$ cat src/dmwbc_pkg.sv
`timescale 1ns / 1ps

package dmwbc_pkg;

    // geometry (all counts are powers of two)
    localparam int NUM_SETS       = 4;
    localparam int WORDS_PER_LINE = 4;
    localparam int MEMORY_WORDS   = 256;

    localparam int ADDR_W = 8;
    localparam int DATA_W = 32;

    localparam int LINE_WORDS = NUM_SETS * WORDS_PER_LINE;
    localparam int OFF_W      = (WORDS_PER_LINE > 1) ? $clog2(WORDS_PER_LINE) : 1;
    localparam int SET_W      = (NUM_SETS > 1) ? $clog2(NUM_SETS) : 1;
    localparam int TAG_BITS   = ADDR_W - $clog2(LINE_WORDS);
    localparam int TAG_W      = (TAG_BITS > 0) ? TAG_BITS : 1;
    localparam int LINE_AW    = (LINE_WORDS > 1) ? $clog2(LINE_WORDS) : 1;
    localparam int MEM_AW     = $clog2(MEMORY_WORDS);

    localparam logic [DATA_W-1:0] MEM_INIT_MARK = 32'hA000_0000;

    localparam logic CMD_READ  = 1'b0;
    localparam logic CMD_WRITE = 1'b1;

    // controller to datapath
    typedef struct packed {
        logic load;      // capture a new request
        logic access;    // hit access on the line buffer
        logic wb_rd;     // read victim word from line buffer
        logic wb_wr;     // write victim word to backing memory
        logic fill_rd;   // read fill word from backing memory
        logic fill_wr;   // write fill word into line buffer
        logic install;   // update tag, valid, dirty with the last fill word
        logic respond;   // result on the ports
    } ctrl_cmd_t;

    // datapath to controller
    typedef struct packed {
        logic hit;
        logic victim_dirty;
        logic last_word;
    } dp_status_t;

endpackage

$ cat src/dmwbc_ctrl.sv
`timescale 1ns / 1ps

module dmwbc_ctrl
    import dmwbc_pkg::*;
(
    input  logic       clk,
    input  logic       rst_n,
    input  logic       start,
    input  dp_status_t status,
    output ctrl_cmd_t  cmd,
    output logic       busy,
    output logic       done
);

    typedef enum logic [2:0] {
        ST_IDLE,
        ST_LOOKUP,
        ST_WB_RD,
        ST_WB_WR,
        ST_FILL_RD,
        ST_FILL_WR,
        ST_RESPOND
    } state_t;

    state_t state_reg;
    state_t state_next;
    logic   busy_reg;
    logic   done_reg;
    logic   accept;

    assign accept = start && !busy_reg;

    always_comb
    begin
        state_next = state_reg;
        case (state_reg)
            ST_IDLE:
            begin
                if (accept)
                begin
                    state_next = ST_LOOKUP;
                end
            end
            ST_LOOKUP:
            begin
                if (status.hit)
                begin
                    state_next = ST_RESPOND;
                end
                else if (status.victim_dirty)
                begin
                    state_next = ST_WB_RD;
                end
                else
                begin
                    state_next = ST_FILL_RD;
                end
            end
            ST_WB_RD:
            begin
                state_next = ST_WB_WR;
            end
            ST_WB_WR:
            begin
                state_next = status.last_word ? ST_FILL_RD : ST_WB_RD;
            end
            ST_FILL_RD:
            begin
                state_next = ST_FILL_WR;
            end
            ST_FILL_WR:
            begin
                state_next = status.last_word ? ST_LOOKUP : ST_FILL_RD;
            end
            ST_RESPOND:
            begin
                state_next = accept ? ST_LOOKUP : ST_IDLE;
            end
            default:
            begin
                state_next = ST_IDLE;
            end
        endcase
    end

    always_ff @(posedge clk or negedge rst_n)
    begin
        if (!rst_n)
        begin
            state_reg <= ST_IDLE;
            busy_reg  <= 1'b0;
            done_reg  <= 1'b0;
        end
        else
        begin
            state_reg <= state_next;
            busy_reg  <= (state_next != ST_IDLE) && (state_next != ST_RESPOND);
            done_reg  <= (state_next == ST_RESPOND);
        end
    end

    always_comb
    begin
        cmd         = '0;
        cmd.load    = accept;
        cmd.access  = (state_reg == ST_LOOKUP) && status.hit;
        cmd.wb_rd   = (state_reg == ST_WB_RD);
        cmd.wb_wr   = (state_reg == ST_WB_WR);
        cmd.fill_rd = (state_reg == ST_FILL_RD);
        cmd.fill_wr = (state_reg == ST_FILL_WR);
        cmd.install = (state_reg == ST_FILL_WR) && status.last_word;
        cmd.respond = done_reg;
    end

    assign busy = busy_reg;
    assign done = done_reg;

    a_accept_busy: assert property (@(posedge clk) disable iff (!rst_n)
        (start && !busy_reg && state_reg == ST_IDLE) |=> busy_reg)
        else $error("accepted transaction did not raise busy");

    a_done_after_lookup: assert property (@(posedge clk) disable iff (!rst_n)
        done_reg |-> $past(state_reg == ST_LOOKUP && status.hit))
        else $error("result without a hit lookup");

    a_fill_before_lookup: assert property (@(posedge clk) disable iff (!rst_n)
        (state_reg == ST_WB_WR && status.last_word) |=> state_reg == ST_FILL_RD)
        else $error("write-back not followed by fill");

endmodule

$ cat config.mk
export PLATFORM = sky130hd
export DESIGN_NAME = dmwbc_ctrl
export DESIGN_NICKNAME = d
export VERILOG_FILES = /design/src/dmwbc_pkg.sv /design/src/dmwbc_ctrl.sv
export SDC_FILE = /design/constraint.sdc
export NUM_CORES = 1
export LEC_CHECK = 0
export BUFFER_PORTS_ARGS = -buffer_cell sky130_fd_sc_hd__buf_2
export CORE_AREA = 3 3 40 42
export DETAILED_ROUTE_END_ITERATION = 8
export DIE_AREA = 0 0 43 45
export PLACE_DENSITY = 0.48
export SETUP_SLACK_MARGIN = 0.1
export SYNTH_ARGS = -nofsm -noshare
export SYNTH_HDL_FRONTEND = slang
export SYNTH_SLANG_ARGS = --single-unit
$ cat constraint.sdc
create_clock -name clk -period 1.7 [get_ports clk]
set_input_delay 0.085 -clock clk [delete_from_list [all_inputs] [get_ports clk]]
set_output_delay 0.085 -clock clk [all_outputs]
set_load 0.005 [all_outputs]
### Word-level counts from Yosys, hierarchy flattened

Index checks and enable logic that the tools add are counted.

* add/sub/neg operators: 0
* eq/ne operators: 8
* multipliers: 0
* muxes and demuxes: 7
* reduce and logical (&&, ||, !) cells: 7
* div/mod/pow operators: 0
* order comparisons: 0
* shift-type cells: 0
* bitwise logic cells: 0

Operators by type and width (count)
* $pmux W3 S7: 1
* $mux W3: 5
* $eq A3 B3 Y1 const B: 4
* $eq A3 B2 Y1 const B: 2
* $logic_and A1 B1 Y1: 4
* $eq A3 B1 Y1 const B: 1
* $logic_not A3 Y1: 1
* $ne A3 B3 Y1 const B: 1
* $reduce_bool A3 Y1: 1
* $logic_not A1 Y1: 1
* $mux W1: 1

* register bits: 5
* memories kept: 0
* RAM bits: 0
* latch bits: 0
* memory bits (read-only): 0
* output and inout bits: 10

### Depth between registers and ports, before layout

Gate-level depths: netlist of run 1.

* depth after elaboration: 6
* depth in mapped cells: 5
* mapped depth without buffers: 4

### Worst setup path before layout of run 1

Ideal clock, no wire load.

* kind: register -> register
* start point: register state_reg[1]
* end point: register busy_reg, in the netlist busy
* arrival: 1.112 ns
* setup slack: 0.464 ns
* required time: 1.576 ns
* path buffers: 1
* library setup time: 0.124 ns
* cell stages (with the launch flop): 6
* cell sequence: dfrtp_1 -> buf_2 -> nor2_1 -> nand2_1 -> a32o_1 -> o31a_1

* cells in the longest elaborated chain, start to end: 4

Ends and longest elaborated chain
* start, declared: RTL line dmwbc_ctrl.sv:25 `state_t state_reg;`
* start signal, assigned: RTL line dmwbc_ctrl.sv:96 `state_reg <= state_next;`
* $eq A3 B3 Y1, or another cell as far along: RTL line dmwbc_ctrl.sv:36 `case (state_reg)`
* $pmux W3 S7 (*): RTL line dmwbc_ctrl.sv:36
* named net state_next[2]: RTL line dmwbc_ctrl.sv:26 `state_t state_next;`
* $ne A3 B3 Y1 or $reduce_bool A3 Y1 (tied branches): RTL line dmwbc_ctrl.sv:97 `busy_reg <= (state_next != ST_IDLE) && (state_next != ST_RESPOND);`
* $logic_and A1 B1 Y1 (*): RTL line dmwbc_ctrl.sv:97
* end signal, assigned: RTL line dmwbc_ctrl.sv:97
* end, declared: RTL line dmwbc_ctrl.sv:27 `logic busy_reg;`

Mark *: on every way through the listed nets, which the timed path passes. The rest lies on a longest branch.

==> impl_results.md, run 1 <==
* Post-synthesis mux area share at 0%
* Top cells by area, synth: dfrtp_1, a21oi_4, buf_4
* Horiz. Die Dim at roughly 43 um
* Largest family of logic cells by synthesized area: simple AND/OR/NAND/NOR gates
* Number of antenna violations at the first check in global routing at 0
* I/O Pins at 16
* Synth Area in XOR/XNOR at 0%
* Syn Inst Count at 34
* Most instantiated cells after synthesis: dfrtp_1, inv_1, nand2_1, nor2_1
* Number of enable flip-flop cells after synthesis at 0
* Area growth from synthesis to layout at 36.7%
* Worst min path class: primary input to asynchronous set/reset pin
* Post_cts resized at 0
* Yosys cell types at 19
* Root buf cell: clkbuf_4
* Share of cells above drive strength 1 at 43.1%
* Core ar. at 0.00128 mm2
* Final ANT Viol Nets at 0
* Gpl congestion at between 0.6 and 0.7
* Avg Synthesized Cell Area at between 8 and 9 um2
* Post-Syn Nets at 40
* Status: finished clean
* Post-Synth Simple-Gate Area at 30.0%
* Pwr Density at ~1600 mW/mm2
* Global-route wire length before repair at between 1000 and 1500 um
* Die ar. at a little under 0.002 mm2
* CTS tree: built
* Vias in the first global route at 261
* Post-route setup slack at roughly 0.38 ns
* Unrepaired setup endpoints after global routing: no
* Pre-CTS WS at between 0.4 and 0.5 ns
* Top cell type's share of synthesized area at 41.7%
* F_max at 758 MHz
* Hold Vio Cnt, Final at 0
* Post-Synth Adder-Cell Area at 0%
* Clk_skew at around 0.00011 ns
* Top cell type by total area after synthesis: dfrtp_1
* Grt total ovfl at 0
* First-pass detailed-route iteration total at 2
* Yosys Warn Count at 0
* Setup CP Type: flop to primary output
* Clock slew at reported path FFs at around 0.04 ns
* Max-cap violations at 0
* Worst skew pair latency at about 0.23 ns
* DR iter-0 viols at 2
* Clock Path Buffers at 2
* # setup viols final at 0
* Worst Setup Start Kind: flop
* Post-CTS setup buffers at 0
* Worst reg2reg startpoint: state_reg[1]
* Minimum clock period at between 1 and 1.5 ns
* WP data arrival at between 1 and 1.5 ns
* Buffers on Ports at 15
* Gr usage total at ~8%
* Setup TNS Final at 0 ns
* LEAKAGE at between 0.2 and 0.25 nW
* Drt wl/cell at slightly above 10 um
* FF-to-FF path depth at 4
* FP Rows at 13
* Number of CTS-inserted buffers at 3
* Compound-gate portion of the synthesized area at between 15 and 20%
* Htree depth at 1
* Worst Path Required at 1.62 ns
* Drt drc at 0
* DP HPWL at 560 um
* Die height at roughly 45 um
* Pin count of the biggest net entering global routing at 12
* Slew HR at ~80%
* Clock sinks at 5
* Mapped Area at between 300 and 400 um2
* Final nets at 58
* Synth Flop Type: dfrtp_1
* Worst VDD drop at 0.000542 V
* Maximum net fanout on the critical path at 11
* Top-count cell post-synth: dfrtp_1
* WL final at 685 um
* Sequential area share after synthesis at a little over two fifths
* Largest register FFs at 3
* Finished Core Util at 31.9%
* Async SR Flop Fraction at between 90% and 100%
* Starting Density at around a quarter
* Critical Path End Type: primary output
* Slew @ Worst Pin at between 0.2 and 0.3 ns
* Crit path from: state_reg[1]
* Diodes inserted at 0
* Via count at ~280
* Slew Viols, Final at 0
* Final period utilization at 77.6%
* Register bit total from synthesis at 5
* Vias per std cell at ~4.3
report_power, final:
part           internal, mW  switching [mW]
sequential            0.171          0.0642
combinational         0.153           0.150
clock                0.0884          0.0441
total                 0.413           0.259
cells by family (layout without fill, tap and decap cells):
family	count (synthesis)	after routing
compound gates	6	6
buf+inv	7	24
flops	5	5
simple gates	16	16
layout by cell type, fill, tap and decap left out:
| cell | instances |
|---|---|
| buf_2 | 15 |
| dfrtp_1 | 5 |
| inv_1 | 3 |
| nand2_1 | 3 |
| nor2_1 | 3 |
| clkbuf_4 | 3 |
| and3_1 | 2 |
| nor3_1 | 2 |
| nor2b_1 | 2 |
| o21ai_0 | 2 |
| inv_2 | 1 |
| and3_2 | 1 |
| or3_4 | 1 |
| a21oi_4 | 1 |
| a21oi_1 | 1 |
| nand2b_1 | 1 |
| a32o_1 | 1 |
| nand3b_1 | 1 |
| o31a_1 | 1 |
| clkbuf_1 | 1 |
| dlygate4sd3_1 | 1 |
critical path: stages, from the launching register on:
cell,delay (ns)
dfrtp_1,0.47
nor2b_1,0.22
and3_2,0.20
buf_2,0.10
area by class of cell:
cell class / instances / area [um2]
flip-flops and latches: 5 / 125
well taps: 15 / 18.8
inverters: 4 / 15.0
fillers: 149 / 875
clock buffers: 4 / 26.3
multi-input cells: 22 / 140
repair buffers: 16 / 85.1
metal layers:
| layer | global-route usage (%) | vias to the layer above | share of wire [%] |
|---|---|---|---|
| met5 | 0 | - | 0 |
| met4 | 5.42 | 0 | 0 |
| met3 | 3.19 | 0 | 7.7 |
| met2 | 13.5 | 9 | 49 |
| met1 | 7.84 | 125 | 43 |
| li1 | - | 147 | - |
metrics by stage:
step	total power, mW	std cells	hold slack (ns)	cell area, um2
final	0.672	66	0.186	410
after CTS	0.688	66	0.177	410
after detailed placement	0.545	61	-0.0950	374
after floorplan	0.449	34	-0.211	300
after global placement	0.550	61	-0.0940	374
after global routing	0.743	66	0.205	410
path summary, 6_finish.rpt:
kind,endpoint,slack [ns]
worst max-delay path,cmd[1],0.38
worst min-delay path,done,0.19
worst max register to register,busy,0.43
worst min register to register,state_reg[1],0.51
max in group asynchronous,state_reg[1],1.39
min in group clk,state_reg[0],0.19
repair_timing:
item,in CTS,in global routing
endpoints found under the hold margin,5,0
setup endpoints to repair,0,0
hold buffers,1,0
No activity file was read; power rests on OpenSTA's default activity.
==> run 2: changes to the inputs <==
Clock period 1.7 ns to 1.3 ns, I/O delays scaled along.
==> run 2 against run 1 <==
Wire length rose by 5.7%; clock power rose by 32%; global-route usage rose by 1.5 points; die area did not move; setup slack got worse by 0.29 ns; clock-buffer cell count did not move; core utilization rose by 5.2 points; cell area rose by 16%; largest cell class unchanged.
==> impl_results.md, run 2 (synthesized netlist as in run 1, its figures left out) <==
* Hold Vio Cnt, Final at 0 (unchanged)
* Htree depth at 1 (unchanged)
* # setup viols final at 0 (unchanged)
* Clock Path Buffers at 2 (unchanged)
* Maximum net fanout on the critical path at 7 (-4)
* WP data arrival at 1.33 ns (+0.10 ns)
* Buffers on Ports at 15 (unchanged)
* Final nets at 64 (+10%)
* Die height at 45 um (unchanged)
* # fillers at 150 (+0.67%)
* Post-Place Cell Area at 389 um2 (+4.0%)
* Number of antenna violations at the first check in global routing at 0 (unchanged)
* Status: finished clean
* Number of CTS-inserted buffers at 3 (unchanged)
* WL final at 724 um (+5.7%)
* Worst VDD drop at 0.000827 V (+53%)
* Max-cap violations at 0 (unchanged)
* Commonest non-fill, non-tap cells in the layout: buf_2, buf_4, dfrtp_1
* Area growth from synthesis to layout at 58.7%
* Finished Core Util at 37.1% (+5.2 points)
* Die ar. at 0.00194 mm2 (unchanged)
* Core ar. at 0.00128 mm2 (unchanged)
* I/O Pins at 16 (unchanged)
* Horiz. Die Dim at 43 um (unchanged)
* DR iter-0 viols at 4 (+2)
* Critical Path End Type: flop
* Slew Viols, Final at 0 (unchanged)
* Global-route wire length before repair at 1280 um (+14%)
* Slew @ Worst Pin at 0.171 ns (-0.126 ns)
* Clock sinks at 5 (unchanged)
* Slew HR at 88.5% (+8.3 points)
* CTS tree: built
* Drt drc at 0 (unchanged)
* Vias in the first global route at 323 (+24%)
* Setup TNS Final at 0 ns (unchanged)
* LEAKAGE at 0.267 nW (+16%)
* Unrepaired setup endpoints after global routing: yes
* Largest register FFs at 3 (unchanged)
* Worst Setup Start Kind: flop
* Via count at 308 (+9.6%)
* CP max-delay cell: dfrtp_2
* Worst skew pair latency at 0.24 ns (about the same)
* Gr usage total at 9.38% (+1.5 points)
* F_max at 825 MHz
* Commonest non-fill, non-tap cell in the layout: buf_2
* Post-route setup slack at 0.0878 ns (-0.294 ns)
* Finished Cell Area at 477 um2 (+16%)
* Worst Path Required at 1.42 ns (-0.20 ns)
* Minimum clock period at around 1.2 ns
* Critical-path cell list: nor2_1 -> nand2_1 -> a32o_2 -> o31a_1
* Clk_skew at 0.00296 ns (+0.00285 ns)
* Placed Cells at 63 (+3.3%)
* First-pass detailed-route iteration total at 4 (+2)
* Drt wl/cell at 10.1 um (-3.1%)
* DP HPWL at 562 um (+0.38%)
* Share of cells above drive strength 1 at 57.9% (+15 points)
* Pin count of the biggest net entering global routing at 8 (-4)
* Worst min path class: primary input to asynchronous set/reset pin
* Pwr Density at 2270 mW/mm2 (+39%)
* Fin Hold WS at 0.171 ns (-0.0150 ns)
* Delay of the slowest cell on the worst path at 0.45 ns (-0.02 ns)
* Gpl congestion at 0.715 (+11%)
* Clock slew at reported path FFs at 0.04 ns (about the same)
* Setup CP Type: flop to flop
* Root buf cell: clkbuf_4
* Vias per std cell at 4.28 (+0.47%)
* Diodes inserted at 0 (unchanged)
* Fin cells at 72 (+9.1%)
* Grt total ovfl at 0 (unchanged)
* FP Rows at 13 (unchanged)
* Final ANT Viol Nets at 0 (unchanged)
* Total power at 1.08 mW (+61%)
* Starting Density at 23.4% (unchanged)
* Pre-CTS WS at 0.0321 ns (-0.395 ns)
* Final period utilization at 93.2%
[run 2: cell types whose count changed in the layout (fill, tap and decap cells not counted), sizes merged]
cell,previous run,this run
buf,15,21
[run 2: critical path, delay by kind of cell, from the launching register on]
kind / cells / cell delay [ns]
AOI/OAI and AO/OA: 2 / 0.48
DFF: 1 / 0.45
and+or+nand+nor: 2 / 0.17
[run 2: per-layer routing]
| layer | up-vias | wire (um) | track usage, % |
|---|---|---|---|
| li1 | 159 | - | - |
| met1 | 140 | 309 | 10.8 |
| met2 | 9 | 362 | 14.1 |
| met3 | 0 | 53 | 2.39 |
| met4 | 0 | 0 | 9.04 |
| met5 | - | 0 | 0 |
[run 2: what timing repair did]
item,4_1_cts,5_1_grt
resized for setup,6,2
endpoints found under the setup margin,3,7
pin swaps,5,0
hold endpoints to repair,5,0
buffers inserted,3,1
cloned,0,0
hold buffers,1,0
[run 2: final timing paths]
path	start	endpoint	slack [ns]	cells past startpoint
hold / removal	rst_n	done	0.17	2
setup / recovery	state_reg[1]	busy	0.09	4
max in group asynchronous	rst_n	state_reg[1]	0.98	2
min in group clk	status[0]	state_reg[1]	0.22	4
hold reg to reg	state_reg[2]	state_reg[1]	0.58	2
setup reg to reg	state_reg[1]	busy	0.09	4
[run 2: cell type report]
type | count | area, um2 | area share (%)
clock buffer | 4 | 26.3 | 5.51
multi-input combinational | 22 | 156 | 32.8
inverter | 4 | 15.0 | 3.15
sequential | 5 | 126 | 26.5
timing repair buffer | 22 | 134 | 28.1
tap | 15 | 18.8 | 3.94
[run 2: report_power, final]
part / switching, mW / total, mW / internal [mW]
clock: 0.0595 / 0.175 / 0.116
combinational: 0.280 / 0.624 / 0.344
sequential: 0.0565 / 0.283 / 0.227
==> run 3: changes to the inputs <==
Settings changed: RECOVER_POWER set to 25, SKIP_LAST_GASP set to 1.
==> run 3 against run 2 <==
Wire length stayed put; setup slack about the same; register-to-register slack about the same; power barely moved; largest cell class unchanged; largest power group unchanged.
==> impl_results.md, run 3 (synthesized netlist as in run 1, its figures left out) <==
* Status: finished clean
* Die height at 45 um (unchanged)
* Commonest non-fill, non-tap cell in the layout: buf_2
* First-pass detailed-route iteration total at 4 (unchanged)
* Placed Cells at 63 (unchanged)
* FP Rows at 13 (unchanged)
* Gpl congestion at 0.715 (unchanged)
* Clock Path Buffers at 2 (unchanged)
* Worst Setup Start Kind: flop
* Maximum net fanout on the critical path at 7 (unchanged)
* Worst VDD drop at 0.000827 V (about the same)
* Vias in the first global route at 323 (unchanged)
* Fin cells at 72 (unchanged)
* Core ar. at 0.00128 mm2 (unchanged)
* Part of the power in combinational logic at 57.6% (about the same)
* Worst Path Required at 1.42 ns (about the same)
* Delay of the slowest cell on the worst path at 0.45 ns (about the same)
* FF-to-FF path depth at 4 (unchanged)
* Hold Vio Cnt, Final at 0 (unchanged)
* Final period utilization at 93.2% (about the same)
* CP max-delay cell: dfrtp_2
* WL final at 724 um (unchanged)
* Slew @ Worst Pin at 0.279 ns (+0.108 ns)
* Root buf cell: clkbuf_4
* Grt total ovfl at 0 (unchanged)
* Fin Hold WS at 0.212 ns (+0.0408 ns)
* Worst min path class: primary input to asynchronous set/reset pin
* Critical Path End Type: flop
* Final ANT Viol Nets at 0 (unchanged)
* Unrepaired setup endpoints after global routing: yes
* Setup CP Type: flop to flop
* Final nets at 64 (unchanged)
* F_max at 825 MHz (about the same)
* Diodes inserted at 0 (unchanged)
* Slew HR at 81.4% (-7.1 points)
* I/O Pins at 16 (unchanged)
* Global-route wire length before repair at 1280 um (unchanged)
* Clock share of power at 16.2% (about the same)
* Starting Density at 23.4% (unchanged)
* Horiz. Die Dim at 43 um (unchanged)
* DR iter-0 viols at 4 (unchanged)
* Setup TNS Final at 0 ns (unchanged)
* Vias per std cell at 4.28 (unchanged)
* Critical path depth at 4 (unchanged)
* Pre-CTS WS at 0.0321 ns (unchanged)
* Switching fraction of total power at 36.6% (about the same)
* WP data arrival at 1.33 ns (about the same)
* Gr usage total at 9.38% (unchanged)
* CP top delay family: compound AO/OA/AOI/OAI gates
* Die ar. at 0.00194 mm2 (unchanged)
* Critical-path cell list: nor2_1 -> nand2_1 -> a32o_2 -> o31a_1
* Sw power at 0.396 mW (about the same)
* Flop pwr share at 26.2% (about the same)
* Worst skew pair latency at 0.24 ns (about the same)
* Number of antenna violations at the first check in global routing at 0 (unchanged)
* Worst path bufs/invs at 0 (unchanged)
* Number of CTS-inserted buffers at 3 (unchanged)
* Max-cap violations at 0 (unchanged)
* Clock slew at reported path FFs at 0.04 ns (about the same)
* Share of cells above drive strength 1 at 56.1% (-1.8 points)
* P_int at 0.686 mW (about the same)
* # setup viols final at 0 (unchanged)
* Commonest non-fill, non-tap cells in the layout: buf_2, buf_4, dfrtp_1
* Clk_skew at 0.00297 ns (+0.00000544 ns)
* Drt wl/cell at 10.1 um (unchanged)
* Buffers on Ports at 15 (unchanged)
* Clock sinks at 5 (unchanged)
* Post-route setup slack at 0.0878 ns (+0.00000760 ns)
* LEAKAGE at 0.264 nW (-1.0%)
* Minimum clock period at 1.21 ns (-0.00000760 ns)
* DP HPWL at 562 um (unchanged)
* Area growth from synthesis to layout at 58.3%
* Pin count of the biggest net entering global routing at 8 (unchanged)
* # fillers at 148 (-1.3%)
* Pwr Density at 2280 mW/mm2 (+0.22%)
* Slew Viols, Final at 0 (unchanged)
* Htree depth at 1 (unchanged)
* Via count at 308 (unchanged)
* Largest register FFs at 3 (unchanged)
* CTS tree: built
* Drt drc at 0 (unchanged)
## run 3: cell types whose count changed in the layout (fill, tap and decap cells not counted), sizes merged
cell    previous run  this run
buf               21        20
clkbuf             4         5
## run 3: worst reg2reg max path: stages (launching register included)
cell and delay, ns:
dfrtp_2 0.45, nor2_1 0.11, nand2_1 0.06, a32o_2 0.24, o31a_1 0.24
## run 3: cell type report
class / count / area (um2) / share of cell area [%]
multi-input combinational: 22 / 156 / 32.9
timing repair buffer: 22 / 133 / 27.9
sequential: 5 / 126 / 26.6
clock buffer: 4 / 26.3 / 5.53
tap: 15 / 18.8 / 3.95
inverter: 4 / 15.0 / 3.16
## run 3: final timing paths
kind,start,end,slack [ns]
worst min register to register,state_reg[2],state_reg[1],0.58
worst max-delay path,state_reg[1],busy,0.09
worst max register to register,state_reg[1],busy,0.09
min in group clk,status[0],state_reg[1],0.22
worst min-delay path,rst_n,done,0.21
max in group asynchronous,rst_n,state_reg[1],0.85
## run 3: power groups by stage
stage,Sequential (mW),Clock (mW),Combinational [mW]
final,0.283,0.175,0.624
after global routing,0.295,0.200,0.696
after CTS,0.282,0.186,0.584
after detailed placement,0.285,0,0.468
after global placement,0.288,0,0.471
after floorplan,0.281,0,0.322
## run 3: timing repair
action                     in CTS  in global routing
pin swaps                       5                  0
setup endpoints to repair       3                  7
buffers inserted                3                  1
hold endpoints to repair        5                  0
hold buffers                    1                  0
resized for setup               6                  2
## run 3: per-stage QoR
stage | utilization [%] | total power [mW] | cell area, um2
4_1_cts | 36.1 | 1.05 | 464
2_1_floorplan | - | 0.603 | 307
3_5_place_dp | 30.3 | 0.753 | 389
5_1_grt | 37.0 | 1.19 | 475
6_report | 37.0 | 1.08 | 475
3_3_place_gp | 30.3 | 0.759 | 389
## run 3: per-layer routing
layer,wire length (um),global-route usage (%)
met5,0,0
met4,0,9.04
met3,53,2.39
met2,362,14.1
met1,309,10.8
